--- src/rtl/spq_pkg.sv ---
// shared types and constants of the stable priority queue
package spq_pkg;

    localparam int QUEUE_DEPTH = 16;
    localparam int ID_W        = 16;
    localparam int PRIO_W      = 8;
    localparam int STATUS_W    = 2;
    localparam int IN_TDATA_W  = 32;
    localparam int OUT_TDATA_W = 32;

    typedef enum logic [STATUS_W-1:0] {
        ST_ENQUEUED = 2'd0,
        ST_FULL     = 2'd1,
        ST_DEQUEUED = 2'd2,
        ST_EMPTY    = 2'd3
    } status_t;

    typedef enum logic {
        MODE_ENQUEUE = 1'b0,
        MODE_DEQUEUE = 1'b1
    } mode_t;

    typedef struct packed {
        logic              occupied;
        logic [ID_W-1:0]   id;
        logic [PRIO_W-1:0] prio;
    } entry_t;

    typedef struct packed {
        logic              enq;
        logic              deq;
        logic [ID_W-1:0]   id;
        logic [PRIO_W-1:0] prio;
    } cell_ctl_t;

endpackage

--- src/rtl/spq_cell.sv ---
// one slot of the sorted queue: holds an entry and shifts with its neighbors
module spq_cell (
    input  logic               clk,
    input  logic               rst_n,
    input  spq_pkg::cell_ctl_t ctl,
    input  spq_pkg::entry_t    left_entry,
    input  logic               left_lower,
    input  spq_pkg::entry_t    right_entry,
    output spq_pkg::entry_t    entry,
    output logic               lower
);

    logic                       occupied_reg;
    logic                       occupied_next;
    logic [spq_pkg::ID_W-1:0]   id_reg;
    logic [spq_pkg::ID_W-1:0]   id_next;
    logic [spq_pkg::PRIO_W-1:0] prio_reg;
    logic [spq_pkg::PRIO_W-1:0] prio_next;

    // slot is free or holds a strictly lower priority than the new entry
    assign lower = !occupied_reg || (prio_reg < ctl.prio);

    assign entry.occupied = occupied_reg;
    assign entry.id       = id_reg;
    assign entry.prio     = prio_reg;

    always_comb
    begin
        occupied_next = occupied_reg;
        id_next       = id_reg;
        prio_next     = prio_reg;
        if (ctl.enq)
        begin
            if (left_lower)
            begin
                occupied_next = left_entry.occupied;
                id_next       = left_entry.id;
                prio_next     = left_entry.prio;
            end
            else if (lower)
            begin
                occupied_next = 1'b1;
                id_next       = ctl.id;
                prio_next     = ctl.prio;
            end
        end
        else if (ctl.deq)
        begin
            occupied_next = right_entry.occupied;
            id_next       = right_entry.id;
            prio_next     = right_entry.prio;
        end
    end

    always_ff @(posedge clk or negedge rst_n)
    begin
        if (!rst_n)
        begin
            occupied_reg <= 1'b0;
        end
        else
        begin
            occupied_reg <= occupied_next;
        end
    end

    always_ff @(posedge clk)
    begin
        id_reg   <= id_next;
        prio_reg <= prio_next;
    end

endmodule

--- src/rtl/stable_priority_queue_core.sv ---
// top level of the stable priority queue: row of slot cells and result register
// usage
//   s_axis carries one operation per beat: enqueue an id with a priority, or
//   dequeue the front entry. m_axis returns exactly one result beat per
//   operation: enqueued, full and dropped, dequeued with id and priority, or
//   empty. equal priorities leave in arrival order.
// latency and throughput
//   the result of a beat accepted at one edge is valid from the next cycle.
//   all slots compare against the new priority in parallel and shift by one
//   place in the same cycle, so one operation is taken every cycle unless stalled.
// reset
//   rst_n clears the occupancy of every slot and the result valid flag; the
//   queue is empty at once; ids, priorities and result data are not cleared.
// stall
//   a single result register sits on m_axis; while it holds an untaken
//   result and m_axis_tready is low, s_axis_tready is low too.
module stable_priority_queue_core (
    input  logic        clk,
    input  logic        rst_n,
    input  logic        s_axis_tvalid,
    output logic        s_axis_tready,
    // mode, item_id, item_priority, zero fill
    input  logic [spq_pkg::IN_TDATA_W-1:0]  s_axis_tdata,
    output logic        m_axis_tvalid,
    input  logic        m_axis_tready,
    // status, out_id, out_priority, zero fill
    output logic [spq_pkg::OUT_TDATA_W-1:0] m_axis_tdata
);

    localparam int D = spq_pkg::QUEUE_DEPTH;

    spq_pkg::entry_t            cell_entry [D];
    logic [D-1:0]               cell_lower;
    logic [D-1:0]               occ_vec;
    spq_pkg::cell_ctl_t         ctl;
    spq_pkg::entry_t            empty_entry;

    logic                       in_beat;
    spq_pkg::mode_t             in_mode;
    logic [spq_pkg::ID_W-1:0]   in_id;
    logic [spq_pkg::PRIO_W-1:0] in_prio;
    logic                       q_full;
    logic                       q_empty;

    logic                         out_valid_reg;
    logic                         out_valid_next;
    spq_pkg::status_t             out_status_reg;
    spq_pkg::status_t             out_status_next;
    logic [spq_pkg::ID_W-1:0]     out_id_reg;
    logic [spq_pkg::ID_W-1:0]     out_id_next;
    logic [spq_pkg::PRIO_W-1:0]   out_prio_reg;
    logic [spq_pkg::PRIO_W-1:0]   out_prio_next;

    assign in_mode = spq_pkg::mode_t'(s_axis_tdata[0]);
    assign in_id   = s_axis_tdata[spq_pkg::ID_W:1];
    assign in_prio = s_axis_tdata[spq_pkg::ID_W+spq_pkg::PRIO_W:spq_pkg::ID_W+1];

    assign s_axis_tready = !out_valid_reg || m_axis_tready;
    assign in_beat       = s_axis_tvalid && s_axis_tready;

    assign q_empty = !cell_entry[0].occupied;
    assign q_full  = cell_entry[D-1].occupied;

    assign ctl.enq  = in_beat && (in_mode == spq_pkg::MODE_ENQUEUE) && !q_full;
    assign ctl.deq  = in_beat && (in_mode == spq_pkg::MODE_DEQUEUE) && !q_empty;
    assign ctl.id   = in_id;
    assign ctl.prio = in_prio;

    assign empty_entry = '{occupied: 1'b0, id: '0, prio: '0};

    genvar g;
    generate
        for (g = 0; g < D; g++)
        begin : g_cell
            spq_pkg::entry_t left_e;
            spq_pkg::entry_t right_e;
            logic            left_l;
            if (g == 0)
            begin : g_head
                assign left_e = empty_entry;
                assign left_l = 1'b0;
            end
            else
            begin : g_body
                assign left_e = cell_entry[g-1];
                assign left_l = cell_lower[g-1];
            end
            if (g == D - 1)
            begin : g_tail
                assign right_e = empty_entry;
            end
            else
            begin : g_inner
                assign right_e = cell_entry[g+1];
            end
            spq_cell u_cell (
                .clk         (clk),
                .rst_n       (rst_n),
                .ctl         (ctl),
                .left_entry  (left_e),
                .left_lower  (left_l),
                .right_entry (right_e),
                .entry       (cell_entry[g]),
                .lower       (cell_lower[g])
            );
            assign occ_vec[g] = cell_entry[g].occupied;
        end
    endgenerate

    always_comb
    begin
        out_valid_next  = out_valid_reg;
        out_status_next = out_status_reg;
        out_id_next     = out_id_reg;
        out_prio_next   = out_prio_reg;
        if (out_valid_reg && m_axis_tready)
        begin
            out_valid_next = 1'b0;
        end
        if (in_beat)
        begin
            out_valid_next = 1'b1;
            out_id_next    = '0;
            out_prio_next  = '0;
            if (in_mode == spq_pkg::MODE_ENQUEUE)
            begin
                out_status_next = q_full ? spq_pkg::ST_FULL : spq_pkg::ST_ENQUEUED;
            end
            else if (q_empty)
            begin
                out_status_next = spq_pkg::ST_EMPTY;
            end
            else
            begin
                out_status_next = spq_pkg::ST_DEQUEUED;
                out_id_next     = cell_entry[0].id;
                out_prio_next   = cell_entry[0].prio;
            end
        end
    end

    always_ff @(posedge clk or negedge rst_n)
    begin
        if (!rst_n)
        begin
            out_valid_reg <= 1'b0;
        end
        else
        begin
            out_valid_reg <= out_valid_next;
        end
    end

    always_ff @(posedge clk)
    begin
        out_status_reg <= out_status_next;
        out_id_reg     <= out_id_next;
        out_prio_reg   <= out_prio_next;
    end

    assign m_axis_tvalid = out_valid_reg;
    assign m_axis_tdata  = {
        {(spq_pkg::OUT_TDATA_W - spq_pkg::STATUS_W - spq_pkg::ID_W - spq_pkg::PRIO_W){1'b0}},
        out_prio_reg, out_id_reg, out_status_reg
    };

`ifndef NO_ASSERTIONS
    logic sorted_ok;
    logic [D-1:0] occ_plus;

    assign occ_plus = occ_vec + {{(D-1){1'b0}}, 1'b1};

    always_comb
    begin
        sorted_ok = 1'b1;
        for (int i = 1; i < D; i++)
        begin
            if (cell_entry[i].occupied && (cell_entry[i].prio > cell_entry[i-1].prio))
            begin
                sorted_ok = 1'b0;
            end
        end
    end

    // occupied slots form one run from the front
    a_occ_contiguous: assert property (@(posedge clk) disable iff (!rst_n)
        (occ_vec & occ_plus) == '0)
        else $error("occupied slots not contiguous");

    // stored priorities never increase toward the back
    a_sorted: assert property (@(posedge clk) disable iff (!rst_n)
        sorted_ok)
        else $error("queue order broken");

    // a dropped enqueue leaves the occupancy untouched
    a_full_drop: assert property (@(posedge clk) disable iff (!rst_n)
        (in_beat && (in_mode == spq_pkg::MODE_ENQUEUE) && q_full) |=>
            (out_status_reg == spq_pkg::ST_FULL) && $stable(occ_vec))
        else $error("full enqueue changed the queue");
`endif

endmodule

--- config.mk ---
export PLATFORM = sky130hd
export DESIGN_NAME = stable_priority_queue_core
export DESIGN_NICKNAME = d
export VERILOG_FILES = /design/src/rtl/spq_pkg.sv /design/src/rtl/spq_cell.sv /design/src/rtl/stable_priority_queue_core.sv
export SDC_FILE = /design/constraint.sdc
export NUM_CORES = 1
export LEC_CHECK = 0
export ABC_AREA = 1
export BUFFER_PORTS_ARGS = -buffer_cell sky130_fd_sc_hd__clkbuf_2
export CORE_ASPECT_RATIO = 0.7
export CORE_UTILIZATION = 26
export DETAILED_ROUTE_END_ITERATION = 10
export SETUP_SLACK_MARGIN = 0.5
export SLEW_MARGIN = 20
export SYNTH_ARGS = -nofsm -noshare
export SYNTH_HDL_FRONTEND = slang
export SYNTH_SLANG_ARGS = --single-unit
export TNS_END_PERCENT = 30
--- constraint.sdc ---
create_clock -name clk -period 3.4 [get_ports clk]
set_input_delay 0.17 -clock clk [delete_from_list [all_inputs] [get_ports clk]]
set_output_delay 0.17 -clock clk [all_outputs]
set_load 0.1 [all_outputs]
==> results of run 1 <==
where the power goes:
group	internal [W]	leakage, nW	switching (W)
logic	0.00179	8.70	0.00454
registers	0.00731	4.12	0.000702
clock network	0.00261	0.635	0.00217
metal layers:
metal  vias up  GRT usage (%)  share of wire, %
met2      1031           23.1                40
met1     10794           25.2                46
met5         -              0             0.015
met4         2           3.29               1.8
li1      10548              -                 -
met3       111           5.37                12
worst max-delay path by stage:
stage                                        endpoint                       from  depth (start not counted)
2_1_floorplan    g_cell[1].u_cell.id_reg[0]$_DFFE_PP_  m_axis_tvalid$_DFFE_PN0P_                          7
3_3_place_gp     g_cell[7].u_cell.id_reg[3]$_DFFE_PP_           s_axis_tdata[21]                         11
3_5_place_dp     g_cell[7].u_cell.id_reg[3]$_DFFE_PP_           s_axis_tdata[21]                         11
4_1_cts        g_cell[0].u_cell.prio_reg[7]$_DFFE_PP_  m_axis_tvalid$_DFFE_PN0P_                          7
5_1_grt        g_cell[0].u_cell.prio_reg[7]$_DFFE_PP_  m_axis_tvalid$_DFFE_PN0P_                          7
6_report       g_cell[0].u_cell.prio_reg[0]$_DFFE_PP_  m_axis_tvalid$_DFFE_PN0P_                          6
cell usage after synthesis (all sizes together):
cell    instances  area [um^2]
a21oi          54          327
buf           142          795
clkbuf         63          236
clkinv          1         3.75
conb            1         3.75
dfrtp          17          425
edfxtp        410        12300
ha            105         1310
inv           422         1580
nand2        1246         4770
nand3         520         2600
nor2          118          458
nor3            2         10.0
o21a           13         97.6
o21ai         158          795
o21bai          3         22.5
o22ai           1         6.26
o32ai           1         8.76
logic make-up (layout without fill, tap and decap cells):
family	Yosys count	in the layout	share of synthesized area, %
adder cells (fa/ha/maj)	105	105	5.10
other	1	6	0.0145
AND/OR/NAND/NOR	1886	1886	30.4
buffers and inverters	628	648	10.2
flip-flops	427	427	49.4
AO/OA/AOI/OAI	230	230	4.87
layout make-up:
| cell class | instances | area [um^2] |
|---|---|---|
| tap | 1323 | 1660 |
| sequential | 427 | 12700 |
| clock inverter | 18 | 158 |
| multi-input combinational | 2227 | 10400 |
| clock buffer | 56 | 1150 |
| fill | 10503 | 69200 |
| timing repair buffer | 151 | 1220 |
| inverter | 423 | 1600 |
worst reg2reg max path, stage by stage (launching register included):
cell	delay, ps
dfrtp_4	480
nand2_4	80
nand2_1	130
nor2_4	350
buf_4	540
buf_4	640
o21ai_0	200
metrics by stage:
stage               hold WS [ps]  instance area [um^2]
floorplan                   -126                 25800
global placement             266                 27600
detailed placement           269                 27600
CTS                         5.64                 29000
global route                38.1                 29000
finish                      30.7                 29000
==> qor.yml, run 1 <==
layout:
  num_antenna_cells: 0
  drive_gt1_share_pct: 7.36
  final_nets: 3412
  mostFrequentLayoutCells: "nand2_1, nand3_1, inv_1"
  fin_util_pct: 29.5
  final_cells: 4625
  largest_reg_flops: 256
  mostFrequentLayoutCell: "nand2_1"
  syn_to_final_growth_pct: 12.4
setup_path:
  cp_slowest_cell: "buf_4"
  crit_chain: "nand2_4 > nand2_1 > nor2_4 > buf_4 > buf_4 > o21ai_0"
  cpMostUsedCell: "buf_4"
  cp.arrival_ps: 2990
  critical_path.max_stage_delay_ps: 610
  setup.worst_path.class: "reg -> reg"
  reg2reg_to: "g_cell[0].u_cell.prio_reg[0]$_DFFE_PP_"
  crit_family: "buffers and inverters"
  path_buf_inv: 2
  rrSetupSlack_ps: 700
  reg2regPathDepth: 6
  startpoint_type: "register"
  reg2reg_from: "m_axis_tvalid$_DFFE_PN0P_"
  worst-path-max-fanout: 61
  crit_path_end_kind: "register"
  crit_required_ps: 3700
hold_path:
  hp-class: "in -> reg"
  hp-start: "s_axis_tdata[12]"
  hold_end: "g_cell[13].u_cell.id_reg[11]$_DFFE_PP_"
  min_path_cells: 3
timing:
  skew_ps: 21.5
  relSlewSlack_pct: 38.3
  layout_min_cycle_time_ps: 2700
  slew_viol_final: 0
  rsz0062_at_grt: "false"
  final-setup-viol-count: 0
  max_freq_mhz: 371
  period_share_pct: 79.3
  worst_slack_ps: 703
  tightest_slew_ps: 924
  tns_ps: 0
  hold_violations: 0
clocking:
  cts_resized: 0
  clk_latency_ps: 580
  cts_buffer_depth: 3
  cts_sinks: 427
  cts_tree: "done"
  cts_inserted_buffers: 41
  post_cts_buffers: 0
  cts_hold_buf: 7
  clk_pin_slew_ps: 70
  htree_levels: 2
  clockRootBuffer: "clkbuf_16"
global_route:
  grt_max_degree: 99
  antenna_found_initial: 6
  overflow: 0
  grt_pass1_vias: 20817
  grt_pass1_wl_um: 129000
  grt_use_total_pct: 16.8
job:
  drv_cap: 0
power:
  powerDensity_mw_per_mm2: 660
  ir_drop_v: 0.000384
  fin_total_pwr_w: 0.0191
  p_leak_nw: 13.5
die:
  die_y_um: 265
  ios: 70
  dieArea_mm2: 0.100
  rows: 96
  coreArea_mm2: 0.0981
  die_w_um: 378
  initial_core_util_pct: 26.3
placed_design:
  place_inst: 4544
  numPortBuffers: 56
  place_ws_ps: 665
  gp_congestion: 0.895
  dp_hpwl_um: 58200
synth:
  syn_area_mm2: 0.0258
  syn_inst: 3277
  ys_types: 28
  ys_ff_latch: 427
  yosysSeqAreaShare_pct: 49.4
  synth_area_per_cell_um2: 7.87
  yosysWarnings: 0
outcome:
  status: "complete, no violations"
route:
  drt_iter0_drc: 2813
  vias: 22486
  wirelength_um: 85300
  wire_per_inst_um: 18.4
  post-route-drc-count: 0
  drt-pass1-iter-count: 6
  antenna_left: 0
  viasPerCell: 4.86
(Power assumes the default switching activity.)
==> run 2, diff against run 1 <==
==> constraint.sdc (replaced) <==
create_clock -name clk -period 2.73 [get_ports clk]
set_input_delay 0.1365 -clock clk [delete_from_list [all_inputs] [get_ports clk]]
set_output_delay 0.1365 -clock clk [all_outputs]
set_load 0.1 [all_outputs]
==> run 2 against run 1 <==
  * Clock-buffer cell count shrank 7
  * First-iteration DRC count shrank 10%
  * Core utilization grew 0.57 points
  * Power grew 27%
  * Global-route usage shrank 0.43 points
  * Non-clock buffer count grew 29
  * Final cell count grew 0.78%
  * Final area grew 1.9%
  * Routed wire length shrank 1.6%
  * Clock power grew 31%
  * Sequential power grew 24%
  * Critical path type unchanged
  * Largest cell class unchanged
==> qor.yml, run 2 (same netlist as run 1, synthesis figures left out) <==
clocking:
  cts_sinks: 427
  cts_buffer_depth: 3
  cts_inserted_buffers: 42
  clk_latency_ps: 590
  cts_tree: "done"
  clockRootBuffer: "clkbuf_16"
  clk_pin_slew_ps: 70
  htree_levels: 2
setup_path:
  startpoint_type: "register"
  crit_path_end_kind: "register"
  reg2reg_from: "m_axis_tvalid$_DFFE_PN0P_"
  reg2regPathDepth: 8
  crit_required_ps: 3160
  reg2reg_to: "g_cell[7].u_cell.id_reg[11]$_DFFE_PP_"
  cp-startpoint: "m_axis_tvalid$_DFFE_PN0P_"
  rrSetupSlack_ps: 450
  setup.worst_path.class: "reg -> reg"
  worst-path-max-fanout: 112
  cp.arrival_ps: 2720
layout:
  drive_gt1_share_pct: 8.67
  fin_util_pct: 30.1
  mostFrequentLayoutCell: "nand2_1"
  design_area_mm2: 0.0295
  fillCellCount: 10493
  mostFrequentLayoutCells: "nand2_1, nand3_1, inv_1"
  syn_to_final_growth_pct: 14.6
  final_nets: 3442
  largest_reg_flops: 256
route:
  viasPerCell: 4.80
  wirelength_um: 84000
  vias: 22362
  drt_iter0_drc: 2532
  wire_per_inst_um: 18.0
  post-route-drc-count: 0
  antenna_left: 0
  drt-pass1-iter-count: 6
timing:
  layout_min_cycle_time_ps: 2280
  period_share_pct: 83.7
  hold_violations: 0
  tns_ps: 0
  max_freq_mhz: 438
  relSlewSlack_pct: 45.1
  slew_viol_final: 0
  final-setup-viol-count: 0
  skew_ps: 29.9
  rsz0062_at_grt: "true"
  tightest_slew_ps: 823
outcome:
  status: "complete, no violations"
global_route:
  grt_max_degree: 113
  grt_pass1_wl_um: 126000
  grt_pass1_vias: 20853
  antenna_found_initial: 5
  grt_use_total_pct: 16.4
  overflow: 0
power:
  powerDensity_mw_per_mm2: 820
  p_leak_nw: 13.7
  fin_total_pwr_w: 0.0242
  ir_drop_v: 0.000418
die:
  rows: 96
  dieArea_mm2: 0.100
  ios: 70
  die_y_um: 265
  die_w_um: 378
  initial_core_util_pct: 26.3
  coreArea_mm2: 0.0981
placed_design:
  numPortBuffers: 56
  gp_congestion: 0.890
  dp_hpwl_um: 57600
  place_area_mm2: 0.0278
job:
  drv_cap: 0
hold_path:
  min_path_cells: 3
  hold_end: "g_cell[15].u_cell.prio_reg[5]$_SDFFCE_PP0P_"
  hp-class: "in -> reg"
  hp-start: "s_axis_tdata[22]"
## run 2: cell count changes in the layout (fill, tap and decap cells not counted), sizes merged
cell | before | now
diode | 0 | 3
clkinv | 13 | 20
inv | 423 | 422
clkinvlp | 2 | 4
dlygate4sd3 | 7 | 12
clkbuf | 112 | 105
buf | 88 | 112
bufinv | 3 | 6
## run 2: power by group
group	leakage (nW)	internal (W)	switching [W]
Combinational	8.90	0.00236	0.00571
Sequential	4.13	0.00910	0.000794
Clock	0.689	0.00344	0.00280
## run 2: area by class of cell
type | count | area [um^2] | area share [%]
sequential | 427 | 12700 | 43.1
clock buffer | 49 | 1090 | 3.68
inverter | 423 | 1610 | 5.45
antenna | 3 | 7.51 | 0.0254
tap | 1323 | 1660 | 5.60
multi-input combinational | 2227 | 10500 | 35.7
clock inverter | 29 | 310 | 1.05
timing repair buffer | 180 | 1590 | 5.37
## run 2: per-layer routing
metal  vias up  GRT usage, %  part of all wire (%)
met5         -         0.774                  0.12
met4         2          3.59                   1.7
met3       114          5.04                    12
met2       958          22.2                    40
met1     10670          24.8                    47
li1      10618             -                     -
## run 2: worst max-delay path, cell delays in order, from the launching register on
cell and delay (ps):
dfrtp_4 450, nand2_8 60, nand2_4 90, nor2_4 40, buf_12 150, inv_8 270, buf_12 410, nand2_1 330
nand2_1 140
## run 2: what timing repair did
item                                    CTS  global route
pin swaps                                 0             3
buffers inserted                          2            16
endpoints found under the setup margin  217           461
resized for setup                         3            20
hold buffers                             12             0
endpoints found under the hold margin    32             0
## run 2: per-stage QoR
step | setup slack, ps | std cells | hold WS (ps)
6_report | 445 | 4661 | 26.4
5_1_grt | 389 | 4658 | 52.6
3_3_place_gp | 268 | 4550 | 247
2_1_floorplan | 157 | 3282 | -159
3_5_place_dp | 270 | 4550 | 256
4_1_cts | 424 | 4642 | 6.25
## run 2: worst max-delay path by stage
stage	end	slack, ps	cells after the start
2_1_floorplan	g_cell[10].u_cell.id_reg[0]$_DFFE_PP_	160	8
3_3_place_gp	g_cell[2].u_cell.id_reg[2]$_DFFE_PP_	270	11
3_5_place_dp	g_cell[2].u_cell.id_reg[2]$_DFFE_PP_	270	11
4_1_cts	g_cell[3].u_cell.id_reg[8]$_DFFE_PP_	420	9
5_1_grt	g_cell[7].u_cell.id_reg[4]$_DFFE_PP_	390	8
6_report	g_cell[7].u_cell.id_reg[11]$_DFFE_PP_	450	8
